### src/sv/alt_pkg.sv
// Shared types, codes and character helpers for the assembly line tokenizer.
package alt_pkg;

    // Scanner modes.
    typedef enum logic [2:0] {
        M_IDLE    = 3'd0,
        M_COMMENT = 3'd1,
        M_TEXT    = 3'd2,
        M_NUMBER  = 3'd3,
        M_CHVAL   = 3'd4,
        M_CHCLOSE = 3'd5,
        M_ADDR    = 3'd6,
        M_STRING  = 3'd7
    } mode_t;

    // Result record kinds.
    localparam logic [1:0] R_TEXT_CHAR = 2'd0;
    localparam logic [1:0] R_TOKEN_END = 2'd1;
    localparam logic [1:0] R_LINE_END  = 2'd2;

    // Token kinds.
    localparam logic [2:0] TK_TEXT    = 3'd0;
    localparam logic [2:0] TK_LABEL   = 3'd1;
    localparam logic [2:0] TK_PREPROC = 3'd2;
    localparam logic [2:0] TK_NUMBER  = 3'd3;
    localparam logic [2:0] TK_ADDRESS = 3'd4;
    localparam logic [2:0] TK_STRING  = 3'd5;

    // Character codes.
    localparam logic [7:0] CH_NUL    = 8'h00;
    localparam logic [7:0] CH_TAB    = 8'h09;
    localparam logic [7:0] CH_NL     = 8'h0A;
    localparam logic [7:0] CH_DQUOTE = 8'h22;
    localparam logic [7:0] CH_HASH   = 8'h23;
    localparam logic [7:0] CH_SQUOTE = 8'h27;
    localparam logic [7:0] CH_DOT    = 8'h2E;
    localparam logic [7:0] CH_ZERO   = 8'h30;
    localparam logic [7:0] CH_NINE   = 8'h39;
    localparam logic [7:0] CH_COLON  = 8'h3A;
    localparam logic [7:0] CH_SEMI   = 8'h3B;
    localparam logic [7:0] CH_UC_A   = 8'h41;
    localparam logic [7:0] CH_UC_Z   = 8'h5A;
    localparam logic [7:0] CH_LBRACK = 8'h5B;
    localparam logic [7:0] CH_BSLASH = 8'h5C;
    localparam logic [7:0] CH_RBRACK = 8'h5D;
    localparam logic [7:0] CH_UNDER  = 8'h5F;
    localparam logic [7:0] CH_LC_A   = 8'h61;
    localparam logic [7:0] CH_LC_N   = 8'h6E;
    localparam logic [7:0] CH_LC_T   = 8'h74;
    localparam logic [7:0] CH_LC_Z   = 8'h7A;

    // Result queue depth, in items.
    localparam int Q_DEPTH = 2;

    typedef struct packed {
        logic [1:0]  kind;
        logic [7:0]  text_char;
        logic [2:0]  token_kind;
        logic [7:0]  token_length;
        logic [31:0] number_value;
        logic [7:0]  tokens_in_line;
        logic [31:0] line_number;
        logic        length_overflow;
    } result_t;

    // Everything one input item produces.
    typedef struct packed {
        result_t r0;
        result_t r1;
        logic    two;
    } bundle_t;

    function automatic logic is_text_char(input logic [7:0] c);
        return (c >= CH_UC_A && c <= CH_UC_Z) || (c >= CH_LC_A && c <= CH_LC_Z)
            || c == CH_DOT || c == CH_UNDER;
    endfunction

    function automatic logic is_digit_char(input logic [7:0] c);
        return c >= CH_ZERO && c <= CH_NINE;
    endfunction

    function automatic result_t mk_char(input logic [7:0] c, input logic [2:0] tk);
        result_t r;
        r = '0;
        r.kind       = R_TEXT_CHAR;
        r.text_char  = c;
        r.token_kind = tk;
        return r;
    endfunction

    function automatic result_t mk_end(input logic [2:0] tk, input logic [7:0] len,
                                       input logic [31:0] acc, input logic ovf);
        result_t r;
        r = '0;
        r.kind            = R_TOKEN_END;
        r.token_kind      = tk;
        r.token_length    = len;
        r.number_value    = (tk == TK_NUMBER) ? acc : 32'd0;
        r.length_overflow = ovf;
        return r;
    endfunction

    function automatic result_t mk_line(input logic [7:0] cnt, input logic [31:0] line);
        result_t r;
        r = '0;
        r.kind           = R_LINE_END;
        r.tokens_in_line = cnt;
        r.line_number    = line;
        return r;
    endfunction

endpackage

### src/sv/assembly_line_tokenizer.sv
// Top level of the assembly line tokenizer: scanner plus result queue.
// Results of an item are registered in the result queue before they reach the output.
// Throughput: one char per cycle while in_stall is low; an item with two results holds the output for both in turn.
// The two-entry result queue sets stall; it is raised only while both entries are held.
// Reset (async, active low) returns the scanner to idle, clears the line counter,
// token count and empties the result queue.
module assembly_line_tokenizer #(
    parameter int MAX_TOKEN_LEN   = 255,
    parameter int MAX_LINE_TOKENS = 255
) (
    input  logic        clk,
    input  logic        rst_n,
    input  logic        in_valid,
    output logic        in_stall,
    input  logic [7:0]  ch,
    output logic        out_valid,
    input  logic        out_stall,
    output logic [1:0]  kind,
    output logic [7:0]  text_char,
    output logic [2:0]  token_kind,
    output logic [7:0]  token_length,
    output logic [31:0] number_value,
    output logic [7:0]  tokens_in_line,
    output logic [31:0] line_number,
    output logic        length_overflow,
    output logic        last
);
    import alt_pkg::*;

    localparam logic [7:0] LEN_LIMIT =
        (MAX_TOKEN_LEN > 255) ? 8'd255 : 8'(MAX_TOKEN_LEN);
    localparam logic [7:0] CNT_LIMIT =
        (MAX_LINE_TOKENS > 255) ? 8'd255 : 8'(MAX_LINE_TOKENS);

    logic    fire;
    logic    push;
    logic    full;
    bundle_t push_bundle;
    result_t out_res;

    assign in_stall = full;
    assign fire     = in_valid && !full;

    alt_scan #(
        .LEN_LIMIT (LEN_LIMIT),
        .CNT_LIMIT (CNT_LIMIT)
    ) u_scan (
        .clk         (clk),
        .rst_n       (rst_n),
        .fire        (fire),
        .ch          (ch),
        .push        (push),
        .push_bundle (push_bundle)
    );

    alt_outq u_outq (
        .clk         (clk),
        .rst_n       (rst_n),
        .push        (push),
        .push_bundle (push_bundle),
        .full        (full),
        .out_valid   (out_valid),
        .out_stall   (out_stall),
        .out_res     (out_res),
        .out_last    (last)
    );

    assign kind            = out_res.kind;
    assign text_char       = out_res.text_char;
    assign token_kind      = out_res.token_kind;
    assign token_length    = out_res.token_length;
    assign number_value    = out_res.number_value;
    assign tokens_in_line  = out_res.tokens_in_line;
    assign line_number     = out_res.line_number;
    assign length_overflow = out_res.length_overflow;

endmodule

### src/sv/alt_scan.sv
// Scanner: mode state and the single-pass step that yields up to two results.
module alt_scan #(
    parameter logic [7:0] LEN_LIMIT = 8'd255,
    parameter logic [7:0] CNT_LIMIT = 8'd255
) (
    input  logic            clk,
    input  logic            rst_n,
    input  logic            fire,
    input  logic [7:0]      ch,
    output logic            push,
    output alt_pkg::bundle_t push_bundle
);
    import alt_pkg::*;

    mode_t       mode_reg, mode_next;
    logic        esc_reg, esc_next;
    logic [2:0]  kind_reg, kind_next;
    logic [7:0]  len_reg, len_next;
    logic [31:0] acc_reg, acc_next;
    logic [7:0]  cnt_reg, cnt_next;
    logic [31:0] line_reg, line_next;
    logic        ovf_reg, ovf_next;

    result_t     res_v [2];
    logic [1:0]  n_v;
    logic        again;
    logic        eol;
    logic [7:0]  mapped;
    logic [31:0] digit;

    assign eol   = (ch == CH_NL) || (ch == CH_NUL);
    assign digit = {24'd0, ch - CH_ZERO};

    always_comb
    begin
        mode_next = mode_reg;
        esc_next  = esc_reg;
        kind_next = kind_reg;
        len_next  = len_reg;
        acc_next  = acc_reg;
        cnt_next  = cnt_reg;
        line_next = line_reg;
        ovf_next  = ovf_reg;
        res_v[0]  = '0;
        res_v[1]  = '0;
        n_v       = 2'd0;
        again     = 1'b0;
        mapped    = ch;

        unique case (mode_reg)
            M_COMMENT:
            begin
                if (eol)
                begin
                    line_next = line_next + 32'd1;
                    res_v[n_v[0]] = mk_line(cnt_next, line_next);
                    n_v = n_v + 2'd1;
                    cnt_next  = 8'd0;
                    mode_next = M_IDLE;
                    esc_next  = 1'b0;
                end
            end
            M_TEXT:
            begin
                if (is_text_char(ch))
                begin
                    if (len_next < LEN_LIMIT)
                    begin
                        res_v[n_v[0]] = mk_char(ch, kind_next);
                        n_v = n_v + 2'd1;
                        len_next = len_next + 8'd1;
                    end
                    else
                        ovf_next = 1'b1;
                end
                else
                begin
                    if (ch == CH_COLON)
                        kind_next = TK_LABEL;
                    else
                        again = 1'b1;
                    res_v[n_v[0]] = mk_end(kind_next, len_next, acc_next, ovf_next);
                    n_v = n_v + 2'd1;
                    if (cnt_next < CNT_LIMIT)
                        cnt_next = cnt_next + 8'd1;
                    mode_next = M_IDLE;
                    esc_next  = 1'b0;
                end
            end
            M_NUMBER:
            begin
                if (is_digit_char(ch))
                    acc_next = (acc_next << 3) + (acc_next << 1) + digit;
                else
                begin
                    res_v[n_v[0]] = mk_end(kind_next, len_next, acc_next, ovf_next);
                    n_v = n_v + 2'd1;
                    if (cnt_next < CNT_LIMIT)
                        cnt_next = cnt_next + 8'd1;
                    mode_next = M_IDLE;
                    esc_next  = 1'b0;
                    again     = 1'b1;
                end
            end
            M_CHVAL:
            begin
                // a line end here leaves the value at zero and is rescanned
                if (!eol)
                    acc_next = {24'd0, ch};
                res_v[n_v[0]] = mk_end(kind_next, len_next, acc_next, ovf_next);
                n_v = n_v + 2'd1;
                if (cnt_next < CNT_LIMIT)
                    cnt_next = cnt_next + 8'd1;
                esc_next = 1'b0;
                if (eol)
                begin
                    mode_next = M_IDLE;
                    again     = 1'b1;
                end
                else
                    mode_next = M_CHCLOSE;
            end
            M_CHCLOSE:
            begin
                if (eol)
                    again = 1'b1;
                else
                    mode_next = M_IDLE;
            end
            M_ADDR, M_STRING:
            begin
                if (eol || (mode_reg == M_ADDR && ch == CH_RBRACK)
                    || (mode_reg == M_STRING && !esc_reg && ch == CH_DQUOTE))
                begin
                    res_v[n_v[0]] = mk_end(kind_next, len_next, acc_next, ovf_next);
                    n_v = n_v + 2'd1;
                    if (cnt_next < CNT_LIMIT)
                        cnt_next = cnt_next + 8'd1;
                    mode_next = M_IDLE;
                    esc_next  = 1'b0;
                    again     = eol;
                end
                else if (mode_reg == M_STRING && !esc_reg && ch == CH_BSLASH)
                    esc_next = 1'b1;
                else
                begin
                    if (mode_reg == M_STRING && esc_reg)
                    begin
                        priority if (ch == CH_LC_N)
                            mapped = CH_NL;
                        else if (ch == CH_LC_T)
                            mapped = CH_TAB;
                        else if (ch == CH_ZERO)
                            mapped = CH_NUL;
                        else
                            mapped = ch;
                        esc_next = 1'b0;
                    end
                    if (len_next < LEN_LIMIT)
                    begin
                        res_v[n_v[0]] = mk_char(mapped, kind_next);
                        n_v = n_v + 2'd1;
                        len_next = len_next + 8'd1;
                    end
                    else
                        ovf_next = 1'b1;
                end
            end
            default:
            begin
                mode_next = M_IDLE;
                again     = 1'b1;
            end
        endcase

        // between-token handling, also for the char that ended a token
        if (again)
        begin
            priority if (eol)
            begin
                line_next = line_next + 32'd1;
                res_v[n_v[0]] = mk_line(cnt_next, line_next);
                n_v = n_v + 2'd1;
                cnt_next  = 8'd0;
                mode_next = M_IDLE;
                esc_next  = 1'b0;
            end
            else if (ch == CH_SEMI)
                mode_next = M_COMMENT;
            else if (is_text_char(ch) || ch == CH_HASH || is_digit_char(ch)
                     || ch == CH_SQUOTE || ch == CH_LBRACK || ch == CH_DQUOTE)
            begin
                len_next = 8'd0;
                acc_next = 32'd0;
                ovf_next = 1'b0;
                esc_next = 1'b0;
                priority if (is_text_char(ch))
                begin
                    mode_next = M_TEXT;
                    kind_next = TK_TEXT;
                    if (len_next < LEN_LIMIT)
                    begin
                        res_v[n_v[0]] = mk_char(ch, kind_next);
                        n_v = n_v + 2'd1;
                        len_next = len_next + 8'd1;
                    end
                    else
                        ovf_next = 1'b1;
                end
                else if (ch == CH_HASH)
                begin
                    mode_next = M_TEXT;
                    kind_next = TK_PREPROC;
                end
                else if (is_digit_char(ch))
                begin
                    mode_next = M_NUMBER;
                    kind_next = TK_NUMBER;
                    acc_next  = digit;
                end
                else if (ch == CH_SQUOTE)
                begin
                    mode_next = M_CHVAL;
                    kind_next = TK_NUMBER;
                end
                else if (ch == CH_LBRACK)
                begin
                    mode_next = M_ADDR;
                    kind_next = TK_ADDRESS;
                end
                else
                begin
                    mode_next = M_STRING;
                    kind_next = TK_STRING;
                end
            end
            else
                mode_next = mode_next;  // blanks, tabs, unknown chars
        end
    end

    always_ff @(posedge clk or negedge rst_n)
    begin
        if (!rst_n)
        begin
            mode_reg <= M_IDLE;
            esc_reg  <= 1'b0;
            kind_reg <= TK_TEXT;
            len_reg  <= 8'd0;
            acc_reg  <= 32'd0;
            cnt_reg  <= 8'd0;
            line_reg <= 32'd0;
            ovf_reg  <= 1'b0;
        end
        else if (fire)
        begin
            mode_reg <= mode_next;
            esc_reg  <= esc_next;
            kind_reg <= kind_next;
            len_reg  <= len_next;
            acc_reg  <= acc_next;
            cnt_reg  <= cnt_next;
            line_reg <= line_next;
            ovf_reg  <= ovf_next;
        end
    end

    assign push            = fire && (n_v != 2'd0);
    assign push_bundle.r0  = res_v[0];
    assign push_bundle.r1  = res_v[1];
    assign push_bundle.two = n_v[1];

    a_esc_in_string: assert property (@(posedge clk) disable iff (!rst_n)
        esc_reg |-> mode_reg == M_STRING)
        else $error("escape pending outside a string");

    a_line_end_last: assert property (@(posedge clk) disable iff (!rst_n)
        (push && push_bundle.two) |-> push_bundle.r0.kind != R_LINE_END)
        else $error("line end record not last of its item");

endmodule

### src/sv/alt_outq.sv
// Result queue: holds per-item result pairs and hands them out one at a time.
module alt_outq (
    input  logic             clk,
    input  logic             rst_n,
    input  logic             push,
    input  alt_pkg::bundle_t push_bundle,
    output logic             full,
    output logic             out_valid,
    input  logic             out_stall,
    output alt_pkg::result_t out_res,
    output logic             out_last
);
    import alt_pkg::*;

    localparam int PW = $clog2(Q_DEPTH);
    localparam int CW = $clog2(Q_DEPTH + 1);

    bundle_t         bundle_reg [Q_DEPTH];
    logic [PW-1:0]   wr_ptr_reg, wr_ptr_next;
    logic [PW-1:0]   rd_ptr_reg, rd_ptr_next;
    logic [CW-1:0]   count_reg, count_next;
    logic            sub_reg, sub_next;
    bundle_t         head;
    logic            out_fire;
    logic            pop;

    assign head      = bundle_reg[rd_ptr_reg];
    assign out_valid = (count_reg != '0);
    assign full      = (count_reg == CW'(Q_DEPTH));
    assign out_res   = sub_reg ? head.r1 : head.r0;
    assign out_last  = sub_reg || !head.two;
    assign out_fire  = out_valid && !out_stall;
    assign pop       = out_fire && out_last;

    always_comb
    begin
        wr_ptr_next = wr_ptr_reg;
        rd_ptr_next = rd_ptr_reg;
        count_next  = count_reg;
        sub_next    = sub_reg;
        if (push)
            wr_ptr_next = (wr_ptr_reg == PW'(Q_DEPTH - 1)) ? '0 : wr_ptr_reg + PW'(1);
        if (pop)
            rd_ptr_next = (rd_ptr_reg == PW'(Q_DEPTH - 1)) ? '0 : rd_ptr_reg + PW'(1);
        if (push && !pop)
            count_next = count_reg + CW'(1);
        else if (pop && !push)
            count_next = count_reg - CW'(1);
        if (out_fire)
            sub_next = !pop;
    end

    always_ff @(posedge clk or negedge rst_n)
    begin
        if (!rst_n)
        begin
            wr_ptr_reg <= '0;
            rd_ptr_reg <= '0;
            count_reg  <= '0;
            sub_reg    <= 1'b0;
        end
        else
        begin
            wr_ptr_reg <= wr_ptr_next;
            rd_ptr_reg <= rd_ptr_next;
            count_reg  <= count_next;
            sub_reg    <= sub_next;
        end
    end

    always_ff @(posedge clk)
    begin
        if (push)
            bundle_reg[wr_ptr_reg] <= push_bundle;
    end

    a_count_bound: assert property (@(posedge clk) disable iff (!rst_n)
        count_reg <= CW'(Q_DEPTH))
        else $error("result queue count past depth");

    a_sub_pair: assert property (@(posedge clk) disable iff (!rst_n)
        sub_reg |-> (out_valid && head.two))
        else $error("second result selected for a single-result item");

    a_no_push_full: assert property (@(posedge clk) disable iff (!rst_n)
        full |-> !push)
        else $error("push into a full result queue");

endmodule

### config.mk
export PLATFORM = sky130hd
export DESIGN_NAME = assembly_line_tokenizer
export DESIGN_NICKNAME = d
export VERILOG_FILES = /design/src/sv/alt_pkg.sv /design/src/sv/assembly_line_tokenizer.sv /design/src/sv/alt_scan.sv /design/src/sv/alt_outq.sv
export SDC_FILE = /design/constraint.sdc
export NUM_CORES = 1
export LEC_CHECK = 0
export BUFFER_PORTS_ARGS = -buffer_cell sky130_fd_sc_hd__buf_2
export CORE_MARGIN = 8
export CORE_UTILIZATION = 55
export DETAILED_ROUTE_END_ITERATION = 7
export GPL_TIMING_DRIVEN = 0
export PLACE_DENSITY = 0.7
export SLEW_MARGIN = 15
export SYNTH_ARGS = -nofsm -noshare
export SYNTH_HDL_FRONTEND = slang
export SYNTH_HIERARCHICAL = 1
export SYNTH_SLANG_ARGS = --single-unit
export TNS_END_PERCENT = 10
### constraint.sdc
create_clock -name clk -period 37.5 [get_ports clk]
set_input_delay 7.5 -clock clk [delete_from_list [all_inputs] [get_ports clk]]
set_output_delay 7.5 -clock clk [all_outputs]
set_load 0.01 [all_outputs]
# --- Word level (Yosys, flattened, before mapping) ---
# Memories as Yosys holds them, arrays and structs flattened.
# Index checks and enable logic that the tools add are counted.
classes:
  addsub: 12
  n_lt_le_gt_ge: 10
  n_eq_ne: 24
  muxes: 131
  bitwise: 1
  reduce_logical: 39
ops:
  columns: ["operator", "n"]
  rows:
  - ["2-to-1 mux 188 bit", 5]
  - ["2-to-1 mux 32 bit", 15]
  - ["2-to-1 mux 94 bit", 5]
  - ["one-hot mux 94 bit (5 select lines)", 1]
  - ["bitwise mux 188 bit", 2]
  - ["2-to-1 mux 93 bit", 2]
  - ["2-to-1 mux 92 bit", 2]
  - ["2-to-1 mux 8 bit", 20]
  - ["demux 94 bit (select 1 bit)", 1]
  - ["2-to-1 mux 3 bit", 27]
  - ["adder 32 x 1 -> 32 bit, second input constant", 2]
  - ["one-hot mux 32 bit (2 select lines)", 1]
  - ["equality test 8 x 6 -> 1 bit, second input constant", 7]
  - ["equality test 8 x 7 -> 1 bit, second input constant", 6]
  - ["one-hot mux 8 bit (5 select lines)", 1]
  - ["2-to-1 mux 1 bit", 33]
  - ["adder 32 bit", 1]
  - ["adder 32 x 8 -> 32 bit", 1]
  - ["2-to-1 mux 2 bit", 10]
  - ["one-hot mux 3 bit (6 select lines)", 1]
  - ["adder 8 x 1 -> 8 bit, second input constant", 2]
  - [">= comparator 8 x 7 -> 1 bit, second input constant", 2]
  - ["less-or-equal comparator 8 x 7 -> 1 bit, second input constant", 2]
  - ["< comparator 8 bit, second input constant", 2]
  - ["other kinds (24)", 66]
word_totals:
  ff_bits: 93
  ramBits: 378
  inputBits: 12
  out_inout_bits: 97
  wordCells: 230
  memories: 1
mem_list:
  columns: ["name", "words", "width", "read_ports", "rd_clocked_by_memory_dff", "write_ports", "line", "rtl"]
  rows:
  - ["u_outq.bundle_reg", 2, 189, 1, 0, 1, "alt_outq.sv:18", "bundle_t bundle_reg [Q_DEPTH];"]

# --- Logic depth before layout (Yosys ltp) ---
# Gate-level depths: netlist of run 1.
depth:
  word_depth: 20
  mapped_depth: 21
  ltp_nobuf: 18

# --- Modules after synthesis ---
# The synthesis of run 1 kept the hierarchy.
by_module_without_submodules:
  columns: ["module", "n_inst", "cells_per_inst", "area_each_um2", "seq_area_each_um2"]
  rows:
  - ["alt_outq", 1, 518, 13879.6, 11476.0]
  - ["alt_scan", 1, 1475, 10983.0, 2202.1]
  - ["assembly_line_tokenizer", 1, 1, 13.8, 0.0]

# --- Worst setup path before layout of run 1 ---
# OpenSTA, ideal clock, no wires.
synth_path:
  path_type: "in2reg"
  from: "input ch[5]"
  to: "memory u_outq/bundle_reg[0][0] (netlist name) (enable)"
  setup_ps: 764
  arrival_time_ps: 18887
  required_ps: 36736
  path_slack_ps: 17849
  path_stages: 15
  path_buffers: 1
  path_cell_list: "clkbuf_1 inv_1 ha_1 nand3b_1 or4_1 a2111oi_0 o2111ai_1 a21oi_1 nand2_1 ha_1 nor2_1 nand3_1 o21ai_0 a21oi_1 nor2b_1"
synth_between:
  elab_chain_len: 18
  word_cells_on_any_way: 57
  cone_classes: "add/sub: 1; order compare: 6; eq/ne: 11; mux: 19; reduce/logical: 20"
synth_rtl:
  columns: ["item", "line", "rtl"]
  rows:
  - ["start: declaration", "assembly_line_tokenizer.sv:15", "input logic [7:0] ch,"]
  - ["branches (longest 13 deep; another with >= comparator 8 x 7 -> 1 bit)", null, null]
  - ["2-to-1 mux 2 bit (*)", "alt_scan.sv:177", "if (again)"]
  - ["nonzero test 2 bit (*)", "alt_scan.sv:268", "assign push = fire && (n_v != 2'd0);"]
  - ["logical AND 1 bit (*)", "alt_scan.sv:268", null]
  - ["net push", "assembly_line_tokenizer.sv:36", "logic push;"]
  - ["2-to-1 mux 1 bit (*)", "alt_outq.sv:73", "if (push)"]
  - ["2-to-1 mux 1 bit (not written as such) (*)", "alt_outq.sv:74", "bundle_reg[wr_ptr_reg] <= push_bundle;"]
  - ["end: declaration", "alt_outq.sv:18", null]
# Mark *: on every way through the listed nets, which the timed path passes.

# --- Final worst setup path of run 1 ---
layout_path:
  from: "input ch[4]"
  to: "memory u_outq/bundle_reg[0][11] (netlist name) (enable)"
# Same word-level chain as after synthesis.

==> results.toml, run 1 <==
[cts]
ctsLongestPathBuffers = 3
clock_latency_ns = 0.60
postCtsSetupBuffers = 0
cts_htree_levels = 2
cts.repair.resized = 0
root_buffer = "clkbuf_16"
tritoncts = "yes"
ctsHoldBuffers = 0
cts_buffers = 49
path_clk_slew_ns = 0.06
cts_num_sinks = 471

[critical_path]
critPathMaxFanout = 27
r2r_slack_ns = 31.39
critical_path_class = "in2reg"
cp.arrival_ns = 13.65
critPathMaxStageDelay_ns = 0.75
crit_path_cell_trace = "buf_2, clkbuf_1, inv_1, ha_1, nor2b_1, o221ai_1, and3_1, clkbuf_1, inv_1, o31ai_1, clkbuf_1, buf_1, o21ai_0, a21oi_1, nor2b_4, buf_12, buf_12, buf_12"
slowest_stage = "buf_1"
end_kind = "flop"
cp_data_required_time_ns = 37.77
worstSetupStartpointType = "input pin"

[timing]
drv_slew = 0
slew_headroom = 0.1609
finalSetupViolCount = 0
rsz0062_at_grt = "false"
clock_skew_ns = 0.02960
max_freq_mhz = 74.75
worst_pin_slew_ns = 1.256
min_period_ns = 13.38
hold_violations = 0
tns_ns = 0
timing.final.crit_share = 0.3567

[yosys]
yosysTopAreaCellShare = 0.4563
synthXorXnorAreaFrac = 0.03873
synth_top_family_by_area = "simple AND/OR/NAND/NOR gates"
synthArstFlopShare = 0.1975
syn_area_per_cell_um2 = 12.48
synth_top_area_cell = "edfxtp_1"
syn_inst = 1994
yosys-top-cells-area = "edfxtp_1, dfrtp_1, mux4_2"
synth-compound-area-share = 0.1117
yosysWarnings = 6
synth_area_um2 = 24880
ys.flop_type = "edfxtp_1"
ys_seq_area_frac = 0.5498
synthAdderAreaFrac = 0.03802
synth.distinct_cells = 97
ys_ff_latch = 471
synth_edf_count = 378
yosys.area_share.simple = 0.1268
yosys-mux-area-fraction = 0.09275

[floorplan]
rows = 78
die-area_um2 = 52290
die_w_um = 228.7
io_pins = 109
core_um2 = 44990
dieHeight_um = 228.7
initial_core_util = 0.5529

[detailed_routing]
routedWlPerCell_um = 24.93
num_vias = 18130
routed_via_density = 6.360
drtAntennaViolNets = 0
drt-initial-drc-count = 2113
firstDrtPassIters = 7
drc = 0
drt_wl_total_um = 71080

[layout]
final_cell_mix = "edfxtp_1, nor2_1, nand2_1"
postLayoutCoreUtil = 0.6271
drive_gt1_frac = 0.1853
largest_reg_flops = 378
layout_commonest_cell = "edfxtp_1"
nNetsFinal = 2293
fillCellCount = 3523
syn_to_final_growth_pct = 13.41

[grt]
overflow = 0
grt_pass1_wl_um = 108200
grt_max_degree = 56
grt_pass1_vias = 17980
antenna_found_initial = 2
gr-usage-all-layers = 0.2678

[hold_path]
min_path_type = "reg2reg"

[placed_design]
numPortBuffers = 108
place_congestion = 0.9718
place_hpwl_um = 50220

[pwr]
ir_worst_vdd_uv = 56.22
power_density_nw_per_um2 = 73.71
leakage_nw = 10.45

[flow_run]
drv_cap = 0

[run_status]
status = "completed"
-- kinds of logic (layout without fill, tap and decap cells) --
logic type | Yosys count | after routing
DFF | 471 | 471
adders and majority gates | 72 | 72
and+or+nand+nor | 597 | 597
xor gates and xnor gates | 110 | 110
AOI/OAI and AO/OA | 426 | 426
muxes | 112 | 112
other | 1 | 47
buffers and inverters | 205 | 416
-- metal layers --
| metal | up-vias | part of all wire | GRT usage |
|---|---|---|---|
| met2 | 961 | 0.44 | 0.3974 |
| met5 | - | 0 | 0 |
| met1 | 9016 | 0.42 | 0.3804 |
| met4 | 0 | 0.032 | 0.09384 |
| met3 | 157 | 0.11 | 0.06826 |
| li1 | 7997 | - | - |
-- final timing paths --
check,to,cells after the start,startpoint
worst max-delay path,u_outq/bundle_reg[0][11],18,ch[4]
worst max register to register,u_outq/bundle_reg[0][11],16,u_scan/mode_reg[1]
worst min register to register,u_scan/esc_reg,1,u_scan/esc_reg
max in group asynchronous,u_outq/count_reg[1],2,rst_n
worst min-delay path,u_scan/esc_reg,1,u_scan/esc_reg
min in group asynchronous,u_scan/acc_reg[11],1,rst_n
-- through the flow --
step | total power (W) | instance area [um2] | hold WS (ns) | std cells | setup WS [ns]
6_report | 0.002080 | 28210 | 0.5093 | 2851 | 24.12
5_1_grt | 0.002174 | 28210 | 0.5501 | 2850 | 23.84
4_1_cts | 0.002086 | 28210 | 0.5090 | 2850 | 24.39
3_5_place_dp | 0.001594 | 26600 | 0.4960 | 2758 | 23.80
3_3_place_gp | 0.001608 | 26340 | 0.4690 | 2747 | 11.86
2_1_floorplan | 0.001308 | 25050 | 0.4418 | 2039 | 17.85
-- worst max-delay path: cells and delay by family --
kind | cells | cell delay (ns)
and+or+nand+nor | 3 | 1.00
AOI/OAI and AO/OA | 4 | 1.44
adders and majority gates | 1 | 0.31
buffers and inverters | 10 | 3.35
-- final cells by class --
cell class	instances	area (um2)	share of cell area
multi-input combinational	1363	10330	0.3662
inverter	39	146.4	0.005189
antenna	1	2.502	0.00008870
tap	600	750.7	0.02661
buffer	166	898.4	0.03184
sequential	471	13680	0.4848
clock inverter	27	281.5	0.009978
clock buffer	65	1326	0.04701
timing repair buffer	119	797.0	0.02825
-- synth_stat cells (6+ instances only) --
cell type  number
nor4_1         22
and3_1         31
xnor2_1        70
nand3_1        51
o21ai_0       104
inv_1          38
mux4_2         94
fa_1            6
or2_2          11
ha_1           66
buf_1           7
nor2_1        150
or4_1           7
nand2_1       132
nor3_1         36
xor2_1         40
nor2b_1        10
a21o_1         19
o221ai_1        6
nand3b_1       10
mux2_2          6
o31ai_1         6
nand4b_1        6
dfrtp_1        93
mux2i_1        10
a21oi_1       103
nand2b_1        7
o211ai_1       12
a32o_1          8
o21bai_1        7
o21a_1          6
a22oi_1        17
o22ai_1        19
and2_1         61
clkbuf_1       82
edfxtp_1      378
buf_2          21
nand4_1        20
buf_4          47
a31oi_1        25
or3_1           8
a22o_1         10
a211oi_1        9
-- where the power goes --
part           leakage (nW)  switching [W]  internal, W
combinational          4.93       0.000519     0.000306
clock                 0.775       0.000205     0.000278
sequential             4.74      0.0000482     0.000724
total                  10.4       0.000772      0.00131
Note: power is estimated with default switching activity, not from simulation.
==> inputs of run 2 (changes only) <==
clock period = 13.2 ns   (was 37.5 ns; I/O delays follow)
==> run 2 against run 1 <==
Final cell count barely moved; die area stayed put; critical path depth is the same; setup slack lost 19 ns; clock skew decreased by 0.0078 ns; first-iteration DRC count decreased by 4.0%; sequential power rose to 2.8 times the previous value; clock power grew to 2.9 times the previous value; global-route usage shrank 0.094 points; non-clock buffer count unchanged; critical endpoint is now u_outq/bundle_reg[0][56]; largest power group unchanged.
==> results.toml, run 2 (same netlist as run 1, synthesis figures left out) <==
[run_status]
status = "completed"

[floorplan]
initial_core_util = 0.5529
io_pins = 109
rows = 78
dieHeight_um = 228.7
die-area_um2 = 52290
die_w_um = 228.7
core_um2 = 44990

[layout]
final_cell_mix = "edfxtp_1, nor2_1, nand2_1"
largest_reg_flops = 378
layout_commonest_cell = "edfxtp_1"
postLayoutCoreUtil = 0.6283
regArea_um2 = 13680
drive_gt1_frac = 0.1867
fin_cells = 2850
syn_to_final_growth_pct = 13.63
fillCellCount = 3462
nNetsFinal = 2293
multi_input_area_um2 = 10330
final_cell_area_um2 = 28270
antennaDiodeCount = 0

[critical_path]
worstReg2RegStart = "u_scan/mode_reg[1]"
worst-path-buf-inv = 10
cp.arrival_ns = 8.78
crit_path_cell_trace = "buf_2, clkbuf_1, inv_1, ha_1, nor2b_1, o221ai_1, and3_1, clkbuf_1, inv_1, o31ai_1, clkbuf_1, buf_1, o21ai_0, a21oi_1, nor2b_4, buf_12, buf_12, buf_12"
cp_data_required_time_ns = 13.49
critPathMaxStageDelay_ns = 0.74
slowest_stage = "clkbuf_1"
critical_path_class = "in2reg"
end_kind = "flop"
critPathMaxFanout = 27
critPathTopFamily = "buffers and inverters"
cp-startpoint = "ch[4]"
worstSetupStartpointType = "input pin"

[detailed_routing]
top_layer = "met4"
wl_met3_um = 6803
firstDrtPassIters = 6
wl_met1_um = 30940
drt_wl_total_um = 70940
drtAntennaViolNets = 0
routedWlPerCell_um = 24.89
drt-initial-drc-count = 2028
num_vias = 18030
drc = 0
routed_via_density = 6.328
dr_wl_met2_um = 31290

[pwr]
p_total_w = 0.005948
leakage_nw = 10.47
power.share.clock = 0.238
ir_worst_vdd_uv = 148.6
switching_share = 0.3729
power_density_nw_per_um2 = 210.4
power_switching_w = 0.002218
power.internal_w = 0.003730
combPwrFrac = 0.394
p_seq_frac = 0.368

[flow_run]
drv_cap = 0

[cts]
tritoncts = "yes"
ctsHoldBuffers = 0
root_buffer = "clkbuf_16"
cts_buffers = 49
clock_latency_ns = 0.62
cts_htree_levels = 2
ctsLongestPathBuffers = 3
cts.repair.resized = 0
postCtsSetupBuffers = 0
path_clk_slew_ns = 0.06
cts_num_sinks = 471

[placed_design]
place_hpwl_um = 50230
place_congestion = 0.9596
dp_cells = 2758
numPortBuffers = 108
postPlaceCellArea_um2 = 26600

[timing]
max_freq_mhz = 117.9
rsz0062_at_grt = "false"
min_period_ns = 8.482
finalSetupViolCount = 0
timing.final.crit_share = 0.6426
clock_skew_ns = 0.02182
worst_pin_slew_ns = 1.278
slew_headroom = 0.1446
hold_violations = 0
drv_slew = 0

[grt]
overflow = 0
gr-usage-all-layers = 0.2669
grt_pass1_wl_um = 108500
grt_max_degree = 59
grt_pass1_vias = 17800
antenna_found_initial = 2

[hold_path]
min_path_type = "reg2reg"
min_from = "u_scan/acc_reg[31]"
-- run 2: changes by cell type in the layout (fill, tap and decap cells not counted), moves of 2 or more --
cell / previous run / this run
clkinv_1: 3 / 5
clkbuf_8: 4 / 2
clkbuf_1: 94 / 89
clkinv_4: 2 / 4
-- run 2: path summary, 6_finish.rpt --
| path | endpoint | slack (ns) | cells after the start |
|---|---|---|---|
| max | u_outq/bundle_reg[0][56] | 4.72 | 18 |
| min | u_scan/acc_reg[31] | 0.50 | 2 |
| max reg2reg | u_outq/bundle_reg[0][56] | 6.99 | 16 |
| min reg2reg | u_scan/acc_reg[31] | 0.50 | 2 |
| max in group asynchronous | u_scan/line_reg[5] | 10.52 | 2 |
| min in group asynchronous | u_scan/acc_reg[11] | 2.01 | 1 |
-- run 2: power groups by stage --
| stage | clock [W] | combinational [W] | sequential (W) |
|---|---|---|---|
| global route | 0.00149 | 0.00251 | 0.00222 |
| floorplan | 0 | 0.00145 | 0.00224 |
| finish | 0.00141 | 0.00234 | 0.00219 |
| detailed placement | 0 | 0.00232 | 0.00222 |
| global placement | 0 | 0.00222 | 0.00230 |
| CTS | 0.00144 | 0.00233 | 0.00219 |
-- run 2: final cells by class --
cell class	instances	area share
Sequential cell	471	0.4839
Clock inverter	34	0.01359
Tap cell	600	0.02656
Multi-Input combinational cell	1363	0.3655
Timing Repair Buffer	119	0.02820
Clock buffer	58	0.04528
Buffer	166	0.03178
Inverter	39	0.005179
-- run 2: per-stage QoR --
step                hold slack [ns]  setup WS [ns]  TNS (ns)
floorplan                    0.4418          2.069         0
global placement             0.4841         -2.061   -600.67
detailed placement           0.4931          4.363         0
CTS                          0.5064          4.968         0
global route                 0.5277          4.408         0
finish                       0.4971          4.718         0
-- run 2: tightest hold or removal path, cell delays in order (launching register included) --
cell	delay (ns)
dfrtp_1	0.35
nand2_1	0.05
o21ai_0	0.06
-- run 2: routing by layer --
layer	up-vias	global-route usage
li1	8000	-
met3	126	0.06404
met1	8999	0.3876
met4	0	0.08021
met2	909	0.3957
met5	-	0
